[src/design/kst_pkg.sv]
`timescale 1ns / 1ps
// ----------------------------------------------------------------------------
// kst_pkg
// Types and constants shared by the keyed slot table modules.
// ----------------------------------------------------------------------------
package kst_pkg;

  localparam int KEY_W   = 16;
  localparam int EXTRA_W = 32;
  localparam int FOUND_W = 32;

  typedef enum logic [1:0] {
    REQ_LOOKUP = 2'd0,
    REQ_ADD    = 2'd1,
    REQ_REMOVE = 2'd2,
    REQ_CLEAR  = 2'd3
  } kst_req_t;

  typedef enum logic [1:0] {
    ST_IDLE,
    ST_SCAN,
    ST_DONE
  } kst_state_t;

  typedef struct packed {
    logic [KEY_W-1:0] id;
    logic [KEY_W-1:0] variant;
  } kst_key_t;

  typedef struct packed {
    logic               ok;
    logic [FOUND_W-1:0] found_model;
    logic [EXTRA_W-1:0] found_extra;
  } kst_result_t;

endpackage

[src/design/kst_mem.sv]
`timescale 1ns / 1ps
// ----------------------------------------------------------------------------
// kst_mem
// Slot storage: one write port, one read port, registered read data.
// ----------------------------------------------------------------------------
module kst_mem #(
  parameter  int DEPTH  = 8,
  parameter  int WIDTH  = 96,
  localparam int ADDR_W = (DEPTH > 1) ? $clog2(DEPTH) : 1
) (
  input  logic              clk,
  input  logic              we,
  input  logic [ADDR_W-1:0] waddr,
  input  logic [WIDTH-1:0]  wdata,
  input  logic              re,
  input  logic [ADDR_W-1:0] raddr,
  output logic [WIDTH-1:0]  rdata
);

  logic [WIDTH-1:0] mem [DEPTH];

  always_ff @(posedge clk) begin
    if (we) begin
      mem[waddr] <= wdata;
    end
  end

  always_ff @(posedge clk) begin
    if (re) begin
      rdata <= mem[raddr];
    end
  end

endmodule

[src/design/kst_ctrl.sv]
`timescale 1ns / 1ps
// ----------------------------------------------------------------------------
// kst_ctrl
// Request sequencer: slot used bits, free-slot search, key scan over memory.
// ----------------------------------------------------------------------------
module kst_ctrl #(
  parameter  int SLOTS       = 8,
  parameter  int MODEL_WIDTH = 32,
  localparam int IDX_W       = (SLOTS > 1) ? $clog2(SLOTS) : 1,
  localparam int ENTRY_W     = 2 * kst_pkg::KEY_W + MODEL_WIDTH + kst_pkg::EXTRA_W
) (
  input  logic                    clk,
  input  logic                    rst,
  input  logic                    in_valid,
  output logic                    in_ready,
  input  logic [1:0]              req_type,
  input  logic [15:0]             key_id,
  input  logic [15:0]             key_variant,
  input  logic [31:0]             entry_model,
  input  logic [31:0]             entry_extra,
  output logic                    mem_we,
  output logic [IDX_W-1:0]        mem_waddr,
  output logic [ENTRY_W-1:0]      mem_wdata,
  output logic                    mem_re,
  output logic [IDX_W-1:0]        mem_raddr,
  input  logic [ENTRY_W-1:0]      mem_rdata,
  output logic                    res_valid,
  input  logic                    res_ready,
  output kst_pkg::kst_result_t    res
);

  localparam int CNT_W     = $clog2(SLOTS + 1);
  localparam int MODEL_LSB = kst_pkg::EXTRA_W;
  localparam int KEY_LSB   = kst_pkg::EXTRA_W + MODEL_WIDTH;

  kst_pkg::kst_state_t  state, state_next;
  logic [SLOTS-1:0]     used, used_next;
  logic                 is_lookup, is_lookup_next;
  kst_pkg::kst_key_t    key, key_next;
  logic [CNT_W-1:0]     rd_cnt, rd_cnt_next;
  logic                 cmp_valid, cmp_valid_next;
  logic [IDX_W-1:0]     cmp_idx, cmp_idx_next;
  kst_pkg::kst_result_t result, result_next;

  logic [IDX_W-1:0]       free_idx;
  logic                   free_any;
  logic [MODEL_WIDTH-1:0] wr_model;
  kst_pkg::kst_key_t      rd_key;
  logic [MODEL_WIDTH-1:0] rd_model;
  logic [31:0]            rd_model32;
  logic                   hit;
  logic                   last;

  if (MODEL_WIDTH > 32) begin : g_model_wide
    assign wr_model   = {{(MODEL_WIDTH - 32){1'b0}}, entry_model};
    assign rd_model32 = rd_model[31:0];
  end else if (MODEL_WIDTH == 32) begin : g_model_eq
    assign wr_model   = entry_model;
    assign rd_model32 = rd_model;
  end else begin : g_model_narrow
    assign wr_model   = entry_model[MODEL_WIDTH-1:0];
    assign rd_model32 = {{(32 - MODEL_WIDTH){1'b0}}, rd_model};
  end

  assign rd_key   = kst_pkg::kst_key_t'(mem_rdata[KEY_LSB +: 2 * kst_pkg::KEY_W]);
  assign rd_model = mem_rdata[MODEL_LSB +: MODEL_WIDTH];

  assign mem_waddr = free_idx;
  assign mem_wdata = {key_id, key_variant, wr_model, entry_extra};
  assign mem_raddr = rd_cnt[IDX_W-1:0];

  assign hit  = cmp_valid && used[cmp_idx] && (rd_key == key);
  assign last = cmp_valid && (cmp_idx == IDX_W'(SLOTS - 1));

  assign in_ready  = (state == kst_pkg::ST_IDLE);
  assign res_valid = (state == kst_pkg::ST_DONE);
  assign res       = result;

  // lowest-index free slot
  always_comb begin
    free_idx = '0;
    for (int s = SLOTS - 1; s >= 0; s--) begin
      if (!used[s]) begin
        free_idx = IDX_W'(s);
      end
    end
  end
  assign free_any = ~&used;

  always_ff @(posedge clk) begin
    if (rst) begin
      state     <= kst_pkg::ST_IDLE;
      used      <= '0;
      cmp_valid <= 1'b0;
    end else begin
      state     <= state_next;
      used      <= used_next;
      cmp_valid <= cmp_valid_next;
    end
  end

  always_ff @(posedge clk) begin
    is_lookup <= is_lookup_next;
    key       <= key_next;
    rd_cnt    <= rd_cnt_next;
    cmp_idx   <= cmp_idx_next;
    result    <= result_next;
  end

  always_comb begin
    state_next     = state;
    used_next      = used;
    is_lookup_next = is_lookup;
    key_next       = key;
    rd_cnt_next    = rd_cnt;
    cmp_valid_next = 1'b0;
    cmp_idx_next   = cmp_idx;
    result_next    = result;
    mem_we         = 1'b0;
    mem_re         = 1'b0;
    case (state)
      kst_pkg::ST_IDLE: begin
        if (in_valid) begin
          result_next = '0;
          case (kst_pkg::kst_req_t'(req_type))
            kst_pkg::REQ_LOOKUP, kst_pkg::REQ_REMOVE: begin
              is_lookup_next = (kst_pkg::kst_req_t'(req_type) == kst_pkg::REQ_LOOKUP);
              key_next       = '{id: key_id, variant: key_variant};
              rd_cnt_next    = '0;
              result_next.ok = !is_lookup_next;
              state_next     = kst_pkg::ST_SCAN;
            end
            kst_pkg::REQ_ADD: begin
              if (free_any) begin
                mem_we              = 1'b1;
                used_next[free_idx] = 1'b1;
              end
              result_next.ok = free_any;
              state_next     = kst_pkg::ST_DONE;
            end
            kst_pkg::REQ_CLEAR: begin
              used_next      = '0;
              result_next.ok = 1'b1;
              state_next     = kst_pkg::ST_DONE;
            end
            default: begin
              state_next = kst_pkg::ST_IDLE;
            end
          endcase
        end
      end
      kst_pkg::ST_SCAN: begin
        // issue one read per cycle, compare the previous one
        if (rd_cnt < CNT_W'(SLOTS)) begin
          mem_re      = 1'b1;
          rd_cnt_next = rd_cnt + 1'b1;
        end
        cmp_valid_next = mem_re;
        cmp_idx_next   = mem_raddr;
        if (hit) begin
          if (is_lookup) begin
            result_next    = '{ok: 1'b1, found_model: rd_model32,
                               found_extra: mem_rdata[kst_pkg::EXTRA_W-1:0]};
            cmp_valid_next = 1'b0;
            state_next     = kst_pkg::ST_DONE;
          end else begin
            used_next[cmp_idx] = 1'b0;
          end
        end
        if (last) begin
          cmp_valid_next = 1'b0;
          state_next     = kst_pkg::ST_DONE;
        end
      end
      kst_pkg::ST_DONE: begin
        if (res_ready) begin
          state_next = kst_pkg::ST_IDLE;
        end
      end
      default: begin
        state_next = kst_pkg::ST_IDLE;
      end
    endcase
  end

endmodule

[src/design/keyed_slot_table.sv]
`timescale 1ns / 1ps
// ----------------------------------------------------------------------------
// keyed_slot_table
// Fully associative table of SLOTS slots keyed by {id, variant}.
// ----------------------------------------------------------------------------
// Usage:
//   Requests enter on the in_valid/in_ready channel (req_type, key and entry
//   fields); one result per request leaves on out_valid/out_ready.
//   Lookup returns the lowest matching used slot; add fills the lowest free
//   slot (ok = 0 when full); remove frees every matching slot; clear frees all.
//   Lookup and remove scan the slot memory one entry per cycle through its
//   single read port, ending early on a lookup hit; the next request is taken
//   once the result has moved on into the output register.
//   Add and clear need no scan: add writes the entry to the lowest free slot
//   and sets its used bit, clear resets all used bits.
//   Reset clears all used bits and the output valid flag; no clearing pass.
//   A stalled receiver holds the result in the output register while one more
//   request is processed; that one then waits until the register frees.
// ----------------------------------------------------------------------------
module keyed_slot_table #(
  parameter int SLOTS       = 8,
  parameter int MODEL_WIDTH = 32
) (
  input  logic        clk,
  input  logic        rst,
  input  logic        in_valid,
  output logic        in_ready,
  input  logic [1:0]  req_type,
  input  logic signed [15:0] key_id,
  input  logic [15:0] key_variant,
  input  logic [31:0] entry_model,
  input  logic [31:0] entry_extra,
  output logic        out_valid,
  input  logic        out_ready,
  output logic        ok,
  output logic [31:0] found_model,
  output logic [31:0] found_extra
);

  localparam int IDX_W   = (SLOTS > 1) ? $clog2(SLOTS) : 1;
  localparam int ENTRY_W = 2 * kst_pkg::KEY_W + MODEL_WIDTH + kst_pkg::EXTRA_W;

  logic                 mem_we;
  logic [IDX_W-1:0]     mem_waddr;
  logic [ENTRY_W-1:0]   mem_wdata;
  logic                 mem_re;
  logic [IDX_W-1:0]     mem_raddr;
  logic [ENTRY_W-1:0]   mem_rdata;
  logic                 res_valid;
  logic                 res_ready;
  kst_pkg::kst_result_t res;
  kst_pkg::kst_result_t out_res;

  kst_ctrl #(
    .SLOTS       (SLOTS),
    .MODEL_WIDTH (MODEL_WIDTH)
  ) u_ctrl (
    .clk         (clk),
    .rst         (rst),
    .in_valid    (in_valid),
    .in_ready    (in_ready),
    .req_type    (req_type),
    .key_id      (key_id),
    .key_variant (key_variant),
    .entry_model (entry_model),
    .entry_extra (entry_extra),
    .mem_we      (mem_we),
    .mem_waddr   (mem_waddr),
    .mem_wdata   (mem_wdata),
    .mem_re      (mem_re),
    .mem_raddr   (mem_raddr),
    .mem_rdata   (mem_rdata),
    .res_valid   (res_valid),
    .res_ready   (res_ready),
    .res         (res)
  );

  kst_mem #(
    .DEPTH (SLOTS),
    .WIDTH (ENTRY_W)
  ) u_mem (
    .clk   (clk),
    .we    (mem_we),
    .waddr (mem_waddr),
    .wdata (mem_wdata),
    .re    (mem_re),
    .raddr (mem_raddr),
    .rdata (mem_rdata)
  );

  assign res_ready = !out_valid || out_ready;

  always_ff @(posedge clk) begin
    if (rst) begin
      out_valid <= 1'b0;
    end else if (res_valid && res_ready) begin
      out_valid <= 1'b1;
    end else if (out_ready) begin
      out_valid <= 1'b0;
    end
  end

  always_ff @(posedge clk) begin
    if (res_valid && res_ready) begin
      out_res <= res;
    end
  end

  assign ok          = out_res.ok;
  assign found_model = out_res.found_model;
  assign found_extra = out_res.found_extra;

endmodule

[config.mk]
export PLATFORM = sky130hd
export DESIGN_NAME = keyed_slot_table
export DESIGN_NICKNAME = d
export VERILOG_FILES = /design/src/design/kst_pkg.sv /design/src/design/kst_mem.sv /design/src/design/kst_ctrl.sv /design/src/design/keyed_slot_table.sv
export SDC_FILE = /design/constraint.sdc
export NUM_CORES = 1
export LEC_CHECK = 0
export BUFFER_PORTS_ARGS = -buffer_cell sky130_fd_sc_hd__buf_2
export CAP_MARGIN = 0
export CELL_PAD_IN_SITES_DETAIL_PLACEMENT = 1
export CELL_PAD_IN_SITES_GLOBAL_PLACEMENT = 1
export CORE_ASPECT_RATIO = 0.75
export CORE_MARGIN = 4
export CORE_UTILIZATION = 30
export CTS_BUF_LIST = sky130_fd_sc_hd__clkbuf_16
export DETAILED_ROUTE_END_ITERATION = 7
export MAX_ROUTING_LAYER = met4
export PLACE_DENSITY = 0.57
export SKIP_CTS_REPAIR_TIMING = 1
export SLEW_MARGIN = 20
export SYNTH_ARGS = -nofsm -noshare
export SYNTH_HDL_FRONTEND = slang
export SYNTH_SLANG_ARGS = --single-unit
[constraint.sdc]
create_clock -name clk -period 20.7 [get_ports clk]
set_clock_uncertainty 0.1 [all_clocks]
set_input_delay 3.105 -clock clk [delete_from_list [all_inputs] [get_ports clk]]
set_output_delay 3.105 -clock clk [all_outputs]
set_load 0.05 [all_outputs]
==> impl_metrics.ini <==
[status]
status = finished, final reports clean

[routing]
wl_per_cell_um = 24.6
first_pass_iters = 5
drc = 0
vias_per_cell = 4.71
num_vias = 17200
wl_um = 90100
final_antenna_net_count = 0
drtIter0Drc = 1126

[sta]
min_period_ns = 5.96
max-slew-margin-rel_pct = 28.0
tightest_slew_ns = 1.08
finalMaxSlewViolations = 0
finalCritPeriodShare_pct = 28.8
setup_viol = 0
max_freq_mhz = 168
finalSetupTns_ns = 0
hold_viol_final = 0
rsz0062_at_grt = false

[yosys]
synthMuxAreaShare_pct = 14.1
ys_seq_area_share_pct = 81.1
synth_compound_area_share_pct = 0.720
synth.net_count = 1765
synthCells = 1662
synth_largest_area_cell = edfxtp_1
yosys_warnings = 0
synth_top_area_share_pct = 80.4
synth_edf_count = 1034
synth.area.top_cells = edfxtp_1, mux4_2, mux2_2, and2_1, dfxtp_1
synth_top_family_by_area = multiplexers
synth_simple_gate_area_share_pct = 2.68
synth_fa_ha_area_share_pct = 0.0324
yosysUniqueCellTypes = 54
async_flop_share_pct = 0
ys.flop_type = edfxtp_1
synth_seq_cells = 1046
mappedNetlistArea_sq_um = 38600
synth_xor_area_share_pct = 0.613
avgSynthCellArea_sq_um = 23.2

[cts]
clock_latency_ns = 0.70
clkTransAtPathRegs_ns = 0.06
root_buffer = clkbuf_16
numCtsBuffers = 105
clock_sinks = 1046
cts_buffer_depth = 3
htree_levels = 3
cts_tree = done

[final_layout]
area_growth_pct = 16.4
drive_gt1_share_pct = 32.8
fin_nets = 2003
fin_cells = 3657
n_fill_cell = 12400

[setup_path]
path_common_cell = buf_4
reg2reg_slack_ns = 16.02
end_kind = register
crit_family = buffers and inverters
cp_data_arrival_time_ns = 6.16
path_cells = buf_2 -> inv_1 -> nor2_1 -> nand4_1 -> or3b_1 -> nor2b_4 -> buf_4 -> buf_4
crit_slowest_cell = buf_4
startpoint_type = primary input
r2r_end = u_mem.rdata[28]$_DFFE_PP_
startpoint = req_type[0]
worstPathMaxFanout = 51
worst-setup-path-type = primary input to register
crit_end = u_mem.mem[6][25]$_DFFE_PP_
cp.depth = 8
max_stage_delay_ns = 0.81
r2r_cells = 6
path_buf_inv = 4
required_ns = 20.90
reg2reg_from = u_ctrl.rd_cnt[0]$_SDFFCE_PN0P_

[floorplanning]
core-area_sq_um = 127000
fp-row-count = 113
ios = 169
initial_core_util_pct = 30.3
dieArea_sq_um = 135000
die_w_um = 422
die_h_um = 319

[global_route]
overflow = 0
grt_pass1_wl_um = 132000
antenna_found_initial = 32
grtUsageTotal_pct = 13.8
grt_max_degree = 100
grt_pass1_vias = 19100

[run]
drv_cap = 0

[power]
p_per_area_nw_per_um2 = 101
vdd_drop_max_mv = 0.0609
p_leak_nw = 14.2

[min_path]
hold_path.class = register to register

[place]
gp_congestion = 0.770
portBuffers = 168
dpl.hpwl_um = 50700
place_inst = 3460
-- cells by family after synthesis --
logic type / count (synthesis)
mux: 290
fa+ha+maj: 1
simple gates: 177
xor+xnor: 27
buf+inv: 79
flops: 1046
compound gates: 42
-- Yosys cell counts, types with 3 or more instances --
cell type / count
a21o_1: 3
a21oi_1: 8
a31oi_1: 3
and2_1: 67
buf_1: 7
buf_2: 19
clkbuf_1: 41
dfxtp_1: 12
edfxtp_1: 1034
inv_1: 10
mux2_2: 96
mux4_2: 192
nand2_1: 14
nand2b_1: 14
nand3_1: 5
nand4_1: 10
nor2_1: 23
nor2b_1: 8
nor3_1: 14
nor4_1: 4
o21ai_0: 10
or3_1: 3
xnor2_1: 17
xor2_1: 10
-- final cells by class --
cell class | instances | area [sq um] | share of cell area [%]
diodes | 10 | 25.0 | 0.0557
clock inverters | 80 | 656 | 1.46
clock buffers | 107 | 2680 | 5.96
well taps | 1667 | 2090 | 4.64
flip-flops and latches | 1046 | 31300 | 69.6
inverters | 10 | 43.8 | 0.0974
multi-input cells | 537 | 7070 | 15.7
repair buffers | 200 | 1100 | 2.44
-- sequential cells by signal, summed over array words and instances, names as in the netlist --
| register | cells |
|---|---|
| u_ctrl.is_lookup | 1 |
| u_ctrl.cmp_valid | 1 |
| ok | 1 |
| u_ctrl.rd_cnt | 4 |
| u_ctrl.res | 65 |
| out_valid | 1 |
| u_ctrl.key | 32 |
| found_extra | 32 |
| u_mem.rdata | 96 |
| found_model | 32 |
| u_ctrl.state | 2 |
| u_mem.mem | 768 |
| u_ctrl.cmp_idx | 3 |
| u_ctrl.used | 8 |
-- per-layer routing --
metal / track usage, % / vias up / routed length (um)
li1: - / 7391 / -
met1: 17.5 / 9278 / 39300
met2: 22.9 / 380 / 45300
met3: 2.50 / 164 / 3570
met4: 3.50 / 0 / 2000
met5: - / - / 0
-- report_power, final --
part | switching (W) | leakage (nW) | total [W] | internal [W]
sequential | 0.0000182 | 9.51 | 0.00240 | 0.00239
clock | 0.000793 | 1.71 | 0.00185 | 0.00106
combinational | 0.000166 | 2.99 | 0.000269 | 0.000104
-- metrics by stage --
step | util, % | cell area [sq um] | hold WS [ns] | worst slack, ns | total power, W
after floorplan | - | 38600 | 0.300 | 9.10 | 0.00262
after global placement | 32.7 | 41600 | 0.307 | 14.01 | 0.00272
after detailed placement | 32.7 | 41600 | 0.306 | 13.96 | 0.00273
after CTS | 35.3 | 44900 | 0.301 | 14.71 | 0.00459
after global routing | 35.3 | 44900 | 0.313 | 14.56 | 0.00470
final | 35.3 | 44900 | 0.305 | 14.74 | 0.00452
-- placed cells by master (no fill, tap or decap), types with 3 or more instances in the layout --
cell | synthesis | layout
clkinv_2 | 0 | 15
nand2b_1 | 14 | 14
or3_1 | 3 | 3
nor2_4 | 0 | 5
nor4_1 | 4 | 4
mux4_2 | 192 | 192
xor2_1 | 10 | 10
nor2_1 | 23 | 17
inv_6 | 0 | 6
clkbuf_16 | 0 | 107
diode_2 | 0 | 10
o21ai_0 | 10 | 9
bufinv_16 | 0 | 10
a21oi_1 | 8 | 8
nor3_1 | 14 | 12
buf_2 | 19 | 168
dfxtp_1 | 12 | 12
nand3_1 | 5 | 5
nor2b_1 | 8 | 7
and2_1 | 67 | 67
clkinv_1 | 0 | 26
xnor2_1 | 17 | 17
a21o_1 | 3 | 3
mux2_2 | 96 | 96
nand2_1 | 14 | 14
edfxtp_1 | 1034 | 1034
a31oi_1 | 3 | 3
nand4_1 | 10 | 10
buf_4 | 2 | 30
inv_1 | 10 | 27
-- how the worst min path moves through the flow --
stage	from	to	slack (ns)	cells past startpoint
2_1_floorplan	u_ctrl.res[0]$_SDFFCE_PN0P_	found_extra[0]$_DFFE_PP_	0.30	0
3_3_place_gp	u_ctrl.res[23]$_SDFFCE_PN0P_	found_extra[23]$_DFFE_PP_	0.31	0
3_5_place_dp	u_ctrl.res[60]$_SDFFCE_PN0P_	found_model[28]$_DFFE_PP_	0.31	0
4_1_cts	u_ctrl.res[30]$_SDFFCE_PN0P_	found_extra[30]$_DFFE_PP_	0.30	0
5_1_grt	u_ctrl.res[30]$_SDFFCE_PN0P_	found_extra[30]$_DFFE_PP_	0.31	0
6_report	u_ctrl.res[30]$_SDFFCE_PN0P_	found_extra[30]$_DFFE_PP_	0.31	0
Note: power is estimated with default switching activity, not from simulation.
